===== src/hdl/keyed_fixed_window_rate_limiter_macros.svh =====
// assertion macros for the rate limiter
`ifndef KEYED_FIXED_WINDOW_RATE_LIMITER_MACROS_SVH
`define KEYED_FIXED_WINDOW_RATE_LIMITER_MACROS_SVH
`ifndef SYNTH
`define KFW_ASSERT_IMPL(label, clk, rst_n, a, c) \
  label: assert property (@(posedge clk) disable iff (!rst_n) (a) |-> (c)) \
    else $error("assertion failed");
`define KFW_ASSERT_NEXT(label, clk, rst_n, a, c) \
  label: assert property (@(posedge clk) disable iff (!rst_n) (a) |=> (c)) \
    else $error("assertion failed");
`else
`define KFW_ASSERT_IMPL(label, clk, rst_n, a, c)
`define KFW_ASSERT_NEXT(label, clk, rst_n, a, c)
`endif
`endif


===== src/hdl/kfwrl_pkg.sv =====
// ----------------------------------------------------------------------------
// kfwrl_pkg
// shared types and codes of the keyed fixed-window rate limiter
// ----------------------------------------------------------------------------
`default_nettype none
package kfwrl_pkg;
  localparam logic [2:0] OP_QUERY   = 3'd0;
  localparam logic [2:0] OP_RECORD  = 3'd1;
  localparam logic [2:0] OP_CLEAR   = 3'd2;
  localparam logic [2:0] OP_CLEANUP = 3'd3;
  localparam logic [2:0] OP_TICK    = 3'd4;

  localparam logic [1:0] REG_LIMIT  = 2'd0;
  localparam logic [1:0] REG_WINDOW = 2'd1;
  localparam logic [1:0] REG_IDLE   = 2'd2;

  typedef enum logic [2:0] {
    ST_IDLE, ST_SCAN, ST_WAIT, ST_FINISH, ST_OUT
  } state_t;

  // configuration registers
  typedef struct packed {
    logic [7:0]  attempt_limit;
    logic [15:0] window_length;
    logic [15:0] idle_age_limit;
  } cfg_t;
endpackage
`default_nettype wire


===== src/hdl/kfwrl_cfg.sv =====
// ----------------------------------------------------------------------------
// kfwrl_cfg
// configuration register file behind the apb-style port
// ----------------------------------------------------------------------------
`default_nettype none
module kfwrl_cfg (
  input  wire logic                clk,
  input  wire logic                rst_n,
  input  wire logic                cfg_psel,
  input  wire logic                cfg_penable,
  input  wire logic                cfg_pwrite,
  input  wire logic [3:0]          cfg_paddr,
  input  wire logic [31:0]         cfg_pwdata,
  output logic [31:0]              cfg_prdata,
  output logic                     cfg_pready,
  output kfwrl_pkg::cfg_t          cfg_o
);
  kfwrl_pkg::cfg_t cfg_r;
  logic            wr;

  assign cfg_pready = 1'b1;
  assign wr = cfg_psel && cfg_penable && cfg_pwrite;
  assign cfg_o = cfg_r;

  always_ff @(posedge clk) begin
    if (!rst_n) begin
      cfg_r.attempt_limit  <= 8'd5;
      cfg_r.window_length  <= 16'd300;
      cfg_r.idle_age_limit <= 16'd3600;
    end else if (wr && cfg_paddr[1:0] == 2'b00) begin
      case (cfg_paddr[3:2])
        kfwrl_pkg::REG_LIMIT:  cfg_r.attempt_limit  <= cfg_pwdata[7:0];
        kfwrl_pkg::REG_WINDOW: cfg_r.window_length  <= cfg_pwdata[15:0];
        kfwrl_pkg::REG_IDLE:   cfg_r.idle_age_limit <= cfg_pwdata[15:0];
        default: ;
      endcase
    end
  end

  always_comb begin
    cfg_prdata = '0;
    case (cfg_paddr[3:2])
      kfwrl_pkg::REG_LIMIT:  cfg_prdata = {24'd0, cfg_r.attempt_limit};
      kfwrl_pkg::REG_WINDOW: cfg_prdata = {16'd0, cfg_r.window_length};
      kfwrl_pkg::REG_IDLE:   cfg_prdata = {16'd0, cfg_r.idle_age_limit};
      default:               cfg_prdata = '0;
    endcase
  end
endmodule
`default_nettype wire


===== config.mk =====
export PLATFORM = sky130hd
export DESIGN_NAME = kfwrl_cfg
export DESIGN_NICKNAME = d
export VERILOG_FILES = /design/src/hdl/keyed_fixed_window_rate_limiter_macros.svh /design/src/hdl/kfwrl_pkg.sv /design/src/hdl/kfwrl_cfg.sv
export SDC_FILE = /design/constraint.sdc
export NUM_CORES = 1
export LEC_CHECK = 0
export BUFFER_PORTS_ARGS = -buffer_cell sky130_fd_sc_hd__buf_2
export CAP_MARGIN = 20
export CORE_MARGIN = 2
export CORE_UTILIZATION = 44
export DETAILED_ROUTE_END_ITERATION = 6
export PLACE_DENSITY = 0.86
export SYNTH_ARGS = -nofsm -noshare
export SYNTH_HDL_FRONTEND = slang
export SYNTH_SLANG_ARGS = --single-unit
export TNS_END_PERCENT = 10

===== constraint.sdc =====
create_clock -name clk -period 1.45 [get_ports clk]
set_input_delay 0 -clock clk [delete_from_list [all_inputs] [get_ports clk]]
set_output_delay 0 -clock clk [all_outputs]
set_load 0.005 [all_outputs]

Word-level counts from Yosys, hierarchy flattened:

Index checks and enable logic that the tools add are counted.

* eq/ne operators: 2
* mux-type cells: 1
* reductions and logical operators: 8

Operators by type and width (number)
* $pmux 16 s3: 1
* $reduce_and 2->1: 3
* $logic_not 2->1: 2
* $logic_and 1x1->1: 3
* $eq 2x1->1 const B: 1
* $eq 2x2->1 const B: 1

* bits in registers: 40
* input port bits: 41
* output and inout port bits: 73
* word-level logic and storage cells: 14

Longest topological paths before layout:

Gate-level depths: netlist of the first run.

* depth after elaboration: 4
* depth in mapped cells: 5

Worst setup path after synthesis of the first run:

No wires, ideal clock.

* kind: input to register
* start: in cfg_paddr[1]
* end: reg cfg_r, in the netlist cfg_o[34]
* library setup time: 121 ps
* arrival time: 1017 ps
* path slack: 312 ps
* stages: 5
* buffers on the path: 2
* cell sequence: or2_1 > buf_6 > or4_4 > buf_6 > mux2i_1

* cells in the longest elaborated chain, start to end: 3

Ends and longest elaborated chain
* start: declaration: RTL line kfwrl_cfg.sv:12 `input wire logic [3:0] cfg_paddr,`
* $logic_not 2->1: RTL line kfwrl_cfg.sv:30 `end else if (wr && cfg_paddr[1:0] == 2'b00) begin`
* $logic_and 1x1->1: RTL line kfwrl_cfg.sv:30
* $reduce_and 2->1 (no line)
* end: declaration: RTL line kfwrl_cfg.sv:18 `kfwrl_pkg::cfg_t cfg_r;`

Every way passes these cells.
A chain may end at the register's enable or synchronous reset.

Worst setup path after layout of the first run:

* start: reg cfg_r, in the netlist cfg_o[21]
* end: out cfg_prdata[5]

* cells in the longest elaborated chain, start to end: 1

Ends and longest elaborated chain
* $pmux 16 s3: RTL line kfwrl_cfg.sv:42 `case (cfg_paddr[3:2])`
* end: declaration: RTL line kfwrl_cfg.sv:14 `output logic [31:0] cfg_prdata,`

Every way passes these cells.

==> flow_metrics.tcl, run 1 <==
set metrics [dict create \
    crit_path_top_delay_cell "dfxtp_1" \
    worst_skew_pair.late_latency_ps 290 \
    synth_seq_area_share_pct 40.6 \
    final_common_cell "buf_2" \
    cts_tree "yes" \
    critPathTopFamily "flip-flops" \
    yosys.area_share.adder_pct 0 \
    cts_sinks 40 \
    drc 0 \
    vias 1898 \
    numCtsBuffers 5 \
    grt_pass1_wl_um 8250 \
    worstPathMaxFanout 3 \
    period_needed_ps 1040 \
    gp_congestion 0.805 \
    initial_core_util_pct 45.7 \
    ys.warnings.count 0 \
    vias_per_cell 5.09 \
    grt_max_degree 42 \
    totalWireLength_um 5090 \
    drtIter0Drc 111 \
    largest_register_ffs 40 \
    gr-total-overflow 0 \
    setup_viol 0 \
    synthCells 224 \
    antenna_found_initial 0 \
    grt_pass1_vias 1777 \
    hp-class "input port to register" \
    syn-cell-area_um2 1970 \
    synth.distinct_cells 20 \
    die_y_um 71.0 \
    area_growth_syn_to_layout_pct 33.4 \
    ir_drop_uv 568 \
    dp_hpwl_um 3600 \
    grtUsageMet1_pct 25.4 \
    core_um2 4320 \
    nNetsFinal 361 \
    tns_ps 0 \
    antenna_left 0 \
    endpoint_kind "primary output" \
    required_ps 1450 \
    rsz0062_at_grt "no" \
    row_count 24 \
    fin_cells 373 \
    power_density_nw_per_um2 801 \
    crit_chain "mux2i_1 -> o21ai_0 -> buf_2" \
    synthSimpleGateAreaFrac_pct 19.5 \
    design.die.area_um2 5040 \
    ys_ff_latch 40 \
    synth_compound_area_share_pct 8.24 \
    use_met3_pct 3.70 \
    htree_levels 2 \
    synth_top_cell_area_share_pct 40.6 \
    io_pins 114 \
    drtPass1Iterations 4 \
    synth_mux_area_share_pct 20.8 \
    worstPathArrival_ps 1040 \
    fin_util_pct 60.9 \
    portBuffers 80 \
    clock_skew_ps 0 \
    met2_usage_pct 35.8 \
    place_inst 352 \
    synth_area_per_cell_um2 8.81 \
    fp.dieW_um 71.0 \
    fmax_mhz 964 \
    post_cts_resized 0 \
    synth_top_family_by_area "multiplexers" \
    drive_above_1_share_pct 32.1 \
    p_total_mw 2.11 \
    clkTransAtPathRegs_ps 80 \
    start_kind "register" \
    critPathBufInv 1 \
    clockRootBuffer "clkbuf_8" \
    synth_area_leaders "dfxtp_1 (41%), mux2i_1 (21%), nand2_1 (10%)" \
    status "complete, no violations" \
    final_cell_mix "buf_2 (80), nand2_1 (54), mux2i_1 (41), dfxtp_1 (40), conb_1 (17)" \
    wl_per_cell_um 13.7 \
    grt_usage_pct 20.6 \
    synth_area_leader_cell "dfxtp_1" \
    antenna_cells 0 \
    final_max_slew_viol_count 0 \
    place_area_um2 2410 \
    clock_path_buffers 2 \
    synthXorXnorAreaFrac_pct 0 \
    min_period_over_period_pct 71.5 \
    design_area_um2 2630 \
    drv_cap 0 \
    crit_path_max_incr_delay_ps 390 \
    path_class "register to primary output" \
    leakage_nw 1.36 \
    hold_viol_final 0 \
    top_usage_layer "met2" \
]
worst min-delay path: stages:
cell and delay (ps):
buf_2 100, nand2_1 80, mux2i_1 70
path summary, 6_finish.rpt:
check	cells after the start	from	to	slack (ps)
setup / recovery	3	cfg_o[21]	cfg_prdata[5]	410
setup reg to reg	2	cfg_o[21]	cfg_o[21]	800
hold / removal	3	cfg_pwdata[1]	cfg_o[1]	0.9
hold reg to reg	2	cfg_o[23]	cfg_o[23]	470
per-layer routing:
| layer | vias up | share of wire [%] | wire, µm |
|---|---|---|---|
| met3 | 10 | 5.8 | 296 |
| met4 | 0 | 1.5 | 78 |
| met5 | - | 0 | 0 |
| li1 | 926 | - | - |
| met2 | 70 | 50 | 2520 |
| met1 | 892 | 43 | 2200 |
power breakdown:
group          leakage (nW)  internal (mW)  switching (mW)
logic                 0.989          0.112           0.135
registers             0.323           1.10         0.00401
clock network        0.0455          0.388           0.366
total                  1.36           1.60           0.506
logic make-up (layout without fill, tap and decap cells):
group | Yosys count | after routing
buffers and inverters | 33 | 115
AOI/OAI and AO/OA | 23 | 23
and+or+nand+nor | 85 | 85
DFF | 40 | 40
muxes | 41 | 41
other | 2 | 17
per-stage QoR:
step	worst slack (ps)	hold WS [ps]
floorplan	312	139
global placement	292	259
detailed placement	281	274
CTS	400	6.87
global route	307	26.1
finish	413	0.904
cells in the mapped netlist, drive strengths merged:
library cell   n
a22o           8
or4            1
and3           1
buf           23
dfxtp         40
nor2           1
mux2i         41
o21ai          8
nand3         10
nor3           1
nand2b         2
nand4          7
nand2         54
nor2b          7
or2            1
conb           2
clkbuf        10
o31ai          7
layout make-up:
type                       count  area [µm²]
timing repair buffer         107         648
multi-input combinational    166        1030
clock buffer                   8        90.1
sequential                    40         801
tap                           52        65.1
fill                         408        1690
repair_timing:
action | CTS | global route
endpoints found under the hold margin | 26 | 0
setup endpoints to repair | 0 | 0
hold buffers | 13 | 0
setup buffers | 0 | 0
(Power assumes the default switching activity.)
==> run 2: changes to the inputs <==
- clock period: 1.45 -> 1.05 ns (I/O delays scaled with it)
==> run 2 against run 1 <==
Compared with the run above: via count grew 2.6%; combinational power grew 49%; die area is the same; routed wire length grew 7.7%; sequential power grew 38%; non-clock buffer count grew 5; critical endpoint unchanged.
==> flow_metrics.tcl, run 2 (synthesis gave the netlist of run 1 again) <==
set metrics [dict create \
    final_max_slew_viol_count 0 \
    clock_skew_ps 0 \
    critPathBufInv 1 \
    min_to "cfg_o[17]" \
    dp_hpwl_um 3910 \
    drtPass1Iterations 4 \
    worst_skew_pair.late_latency_ps 290 \
    power_frac_seq_pct 48.8 \
    n_fill_cell 391 \
    power_frac_clock_pct 39.4 \
    grt_max_degree 35 \
    path_class "register to primary output" \
    r2r-end "cfg_o[21]" \
    min_period_over_period_pct 95.2 \
    period_needed_ps 1000 \
    leakage_nw 1.41 \
    core_um2 4320 \
    required_ps 1050 \
    ir_drop_uv 838 \
    hold_viol_final 0 \
    fp.dieW_um 71.0 \
    clkTransAtPathRegs_ps 80 \
    vias_per_cell 5.15 \
    fin_cells 378 \
    drv_cap 0 \
    swShare_pct 23.3 \
    area_growth_syn_to_layout_pct 38.3 \
    place_inst 357 \
    rr_startpoint "cfg_o[21]" \
    hold_path.startpoint "cfg_pwdata[1]" \
    drive_above_1_share_pct 37.7 \
    numCtsBuffers 5 \
    row_count 24 \
    portBuffers 80 \
    status "complete, no violations" \
    crit_path_max_incr_delay_ps 340 \
    io_pins 114 \
    design.die.area_um2 5040 \
    worstPathArrival_ps 1000 \
    cts_sinks 40 \
    cts_setup_buffers 0 \
    largest_register_ffs 40 \
    total_switching_power_mw 0.729 \
    crit_chain "mux2i_1 -> o21ai_1 -> buf_2" \
    tns_ps 0 \
    critPathTopFamily "flip-flops" \
    worstPathMaxFanout 3 \
    grt_usage_pct 21.7 \
    totalWireLength_um 5490 \
    initial_core_util_pct 45.7 \
    final_common_cell "buf_2" \
    grt_pass1_wl_um 8780 \
    reg2reg_depth 2 \
    p_int_mw 2.40 \
    antenna_left 0 \
    gr-total-overflow 0 \
    clockRootBuffer "clkbuf_8" \
    nNetsFinal 366 \
    vias 1947 \
    htree_levels 2 \
    start_kind "register" \
    grt_pass1_vias 1860 \
    wl_per_cell_um 14.5 \
    hp-class "input port to register" \
    antenna_found_initial 0 \
    drtIter0Drc 108 \
    die_y_um 71.0 \
    p_comb_share_pct 11.8 \
    gp_congestion 0.794 \
    setup_viol 0 \
    crit_path_top_delay_cell "dfxtp_2" \
    drc 0 \
    antenna_cells 0 \
    hold-path-cell-count 3 \
    endpoint_kind "primary output" \
    fmax_mhz 1000 \
    clock_path_buffers 2 \
    cts_tree "yes" \
    final_cell_mix "buf_2 (80), nand2_1 (54), mux2i_1 (41), dfxtp_1 (26), conb_1 (17)" \
    power_density_nw_per_um2 1150 \
    rsz0062_at_grt "no" \
    r2r_setup_slack_ps 410 \
]
-- run 2: cell count changes in the layout (fill, tap and decap cells not counted), sizes merged --
cell / before / now
buf: 94 / 99
clkbuf: 8 / 6
bufinv: 0 / 1
clkinv: 0 / 1
-- run 2: power groups by stage --
stage               registers, mW  clock network [mW]  logic, mW
floorplan                    1.56                   0      0.206
global placement             1.56                   0      0.317
detailed placement           1.56                   0      0.322
CTS                          1.53                1.25      0.362
global route                 1.53                1.31      0.403
finish                       1.53                1.23      0.369
-- run 2: repair_timing --
action / CTS / global route
hold buffers: 13 / 0
resized for setup: 2 / 15
endpoints found under the setup margin: 2 / 7
endpoints found under the hold margin: 25 / 0
-- run 2: metrics by stage --
step / total power [mW] / utilization (%) / cell area [µm²] / setup slack [ps] / hold slack [ps]
3_3_place_gp: 1.88 / 57.3 / 2480 / -93.0 / 259
6_report: 3.13 / 63.2 / 2730 / 49.9 / 8.48
2_1_floorplan: 1.77 / - / 2030 / -87.9 / 139
3_5_place_dp: 1.89 / 57.3 / 2480 / -115 / 272
5_1_grt: 3.24 / 63.2 / 2730 / 2.74 / 31.2
4_1_cts: 3.14 / 62.8 / 2720 / 4.17 / 8.43
-- run 2: per-layer routing --
metal  vias up  routed length [µm]  track usage (%)
li1        939                   -                -
met1       919                2280             25.6
met2        77                2790             39.1
met3        12                 317             4.27
met4         0                  96             7.55
met5         -                   0                0
-- run 2: worst min-delay path: cells and delay by family --
kind,cells,cell delay [ps]
multiplexers,1,70
AND/OR/NAND/NOR,1,80
buffers and inverters,1,100
-- run 2: layout make-up --
class | instances | area (µm²) | share of cell area, %
Sequential cell | 40 | 818 | 30.0
Clock inverter | 2 | 35.0 | 1.28
Tap cell | 52 | 65.1 | 2.38
Clock buffer | 6 | 72.6 | 2.66
Multi-Input combinational cell | 166 | 1030 | 37.7
Timing Repair Buffer | 112 | 711 | 26.0
-- run 2: worst max-delay path by stage --
stage	endpoint	cells after the start	start
6_report	cfg_prdata[5]	3	cfg_o[21]
5_1_grt	cfg_prdata[5]	3	cfg_o[21]
4_1_cts	cfg_prdata[0]	3	cfg_o[16]
3_5_place_dp	cfg_o[20]	6	cfg_paddr[1]
3_3_place_gp	cfg_o[33]	4	cfg_paddr[1]
2_1_floorplan	cfg_o[34]	5	cfg_paddr[1]
==> run 3: changes to the inputs <==
- CORE_UTILIZATION: 44 -> 39
- PLACE_DENSITY: 0.86 -> 0.81
- RECOVER_POWER: default -> 25
- clock period: 1.05 -> 0.8 ns (I/O delays scaled with it)
==> run 3 against run 2 <==
Compared with the run above: global-route usage is 1.2 points lower; critical path type unchanged; register-to-register slack worse by 330 ps; via count is 0.31% higher; sequential power is 31% higher; routed wire length is 3.7% higher; the flow now finishes with violations (setup timing); worst setup slack worse by 260 ps; power is 26% higher; clock-buffer cell count is 1 higher; clock skew stayed put.
==> flow_metrics.tcl, run 3 (synthesis gave the netlist of run 1 again) <==
set metrics [dict create \
    fmax_mhz 994 \
    totalWireLength_um 5690 \
    grt_usage_pct 20.5 \
    antenna_found_initial 0 \
    use_met3_pct 4.82 \
    hold_viol_final 0 \
    tns_ps -3340 \
    place_inst 379 \
    vias_per_cell 4.83 \
    dp_hpwl_um 4060 \
    place_ws_ps -413 \
    final_common_cell "buf_2" \
    nNetsFinal 378 \
    crit_path_top_delay_cell "dfxtp_2" \
    status "finished with violations" \
    top_usage_layer "met2" \
    final_max_slew_viol_count 0 \
    htree_levels 2 \
    vias 1953 \
    power_density_nw_per_um2 1340 \
    grtUsageMet1_pct 22.8 \
    clock_path_buffers 2 \
    met2_usage_pct 38.7 \
    grt_pass1_vias 1938 \
    io_pins 114 \
    crit_chain "mux2i_1 -> o21ai_1 -> buf_2" \
    critPathTopFamily "flip-flops" \
    path_class "register to primary output" \
    antenna_cells 0 \
    portBuffers 80 \
    numCtsBuffers 5 \
    clock_skew_ps 0 \
    area_growth_syn_to_layout_pct 48.5 \
    ir_drop_uv 768 \
    drc 0 \
    drtIter0Drc 59 \
    p_total_mw 3.94 \
    row_count 25 \
    worstPathMaxFanout 2 \
    gr-total-overflow 0 \
    hp-class "input port to register" \
    largest_register_ffs 40 \
    final_cell_mix "buf_2 (69), nand2_1 (54), mux2i_1 (41), dfxtp_2 (37), buf_4 (21)" \
    rsz0062_at_grt "yes" \
    layout_setup_ws_ps -206 \
    endpoint_kind "primary output" \
    period_needed_ps 1010 \
    core_um2 4820 \
    critPathBufInv 1 \
    drive_above_1_share_pct 47.2 \
    design.die.area_um2 5650 \
    leakage_nw 1.49 \
    clockRootBuffer "clkbuf_8" \
    worst_skew_pair.late_latency_ps 280 \
    drv_cap 0 \
    wl_per_cell_um 14.1 \
    grt_max_degree 23 \
    fin_util_pct 60.9 \
    fp.dieW_um 75.2 \
    gp_congestion 0.839 \
    clkTransAtPathRegs_ps 70 \
    violations "setup timing" \
    setup_viol 42 \
    n_fill_cell 431 \
    cts_tree "yes" \
    start_kind "register" \
    die_y_um 75.2 \
    cts_sinks 40 \
    drtPass1Iterations 4 \
    grt_pass1_wl_um 8700 \
    crit_path_max_incr_delay_ps 330 \
    initial_core_util_pct 41.0 \
    min_period_over_period_pct 126 \
    antenna_left 0 \
    required_ps 800 \
    worstPathArrival_ps 1010 \
    fin_cells 404 \
]
run 3: path summary, 6_finish.rpt:
check | start | end | slack, ps | depth (start not counted)
hold reg to reg | cfg_o[13] | cfg_o[13] | 470 | 2
hold / removal | cfg_pwdata[1] | cfg_o[1] | 20 | 3
setup reg to reg | cfg_o[21] | cfg_o[21] | 80 | 3
setup / recovery | cfg_o[36] | cfg_prdata[4] | -210 | 3
run 3: what timing repair did:
item,in CTS,in global routing
hold endpoints to repair,24,0
gates resized for setup,44,19
pin swaps,1,0
endpoints found under the setup margin,42,56
hold buffers,13,0
setup buffers,4,1
run 3: power breakdown:
part           total, mW  switching [mW]  leakage (nW)  internal (mW)
registers           2.01         0.00767         0.332           2.00
clock network       1.43           0.660        0.0503          0.768
logic              0.503           0.259          1.11          0.244
run 3: layout make-up:
| cell class | count | area (µm²) | area share, % |
|---|---|---|---|
| well taps | 67 | 83.8 | 2.86 |
| repair buffers | 124 | 863 | 29.4 |
| clock buffers | 7 | 96.3 | 3.29 |
| flip-flops and latches | 40 | 847 | 28.9 |
| multi-input cells | 166 | 1040 | 35.5 |
run 3: metal layers:
metal,up-vias,routed length [µm],part of all wire [%]
met5,-,0,0
met4,0,62,1.1
met3,8,247,4.3
met2,60,3020,53
met1,919,2360,41
li1,966,-,-
run 3: worst reg2reg max path, cell delays in order, from the launching register on:
cell	delay (ps)
dfxtp_2	340
buf_6	120
o31ai_1	60
nand3_1	100
run 3: stage by stage:
| stage | hold WS (ps) | cell area, µm² |
|---|---|---|
| 3_3_place_gp | 261 | 2550 |
| 2_1_floorplan | 139 | 2030 |
| 6_report | 22.0 | 2930 |
| 3_5_place_dp | 272 | 2550 |
| 4_1_cts | 21.4 | 2920 |
| 5_1_grt | 21.1 | 2930 |
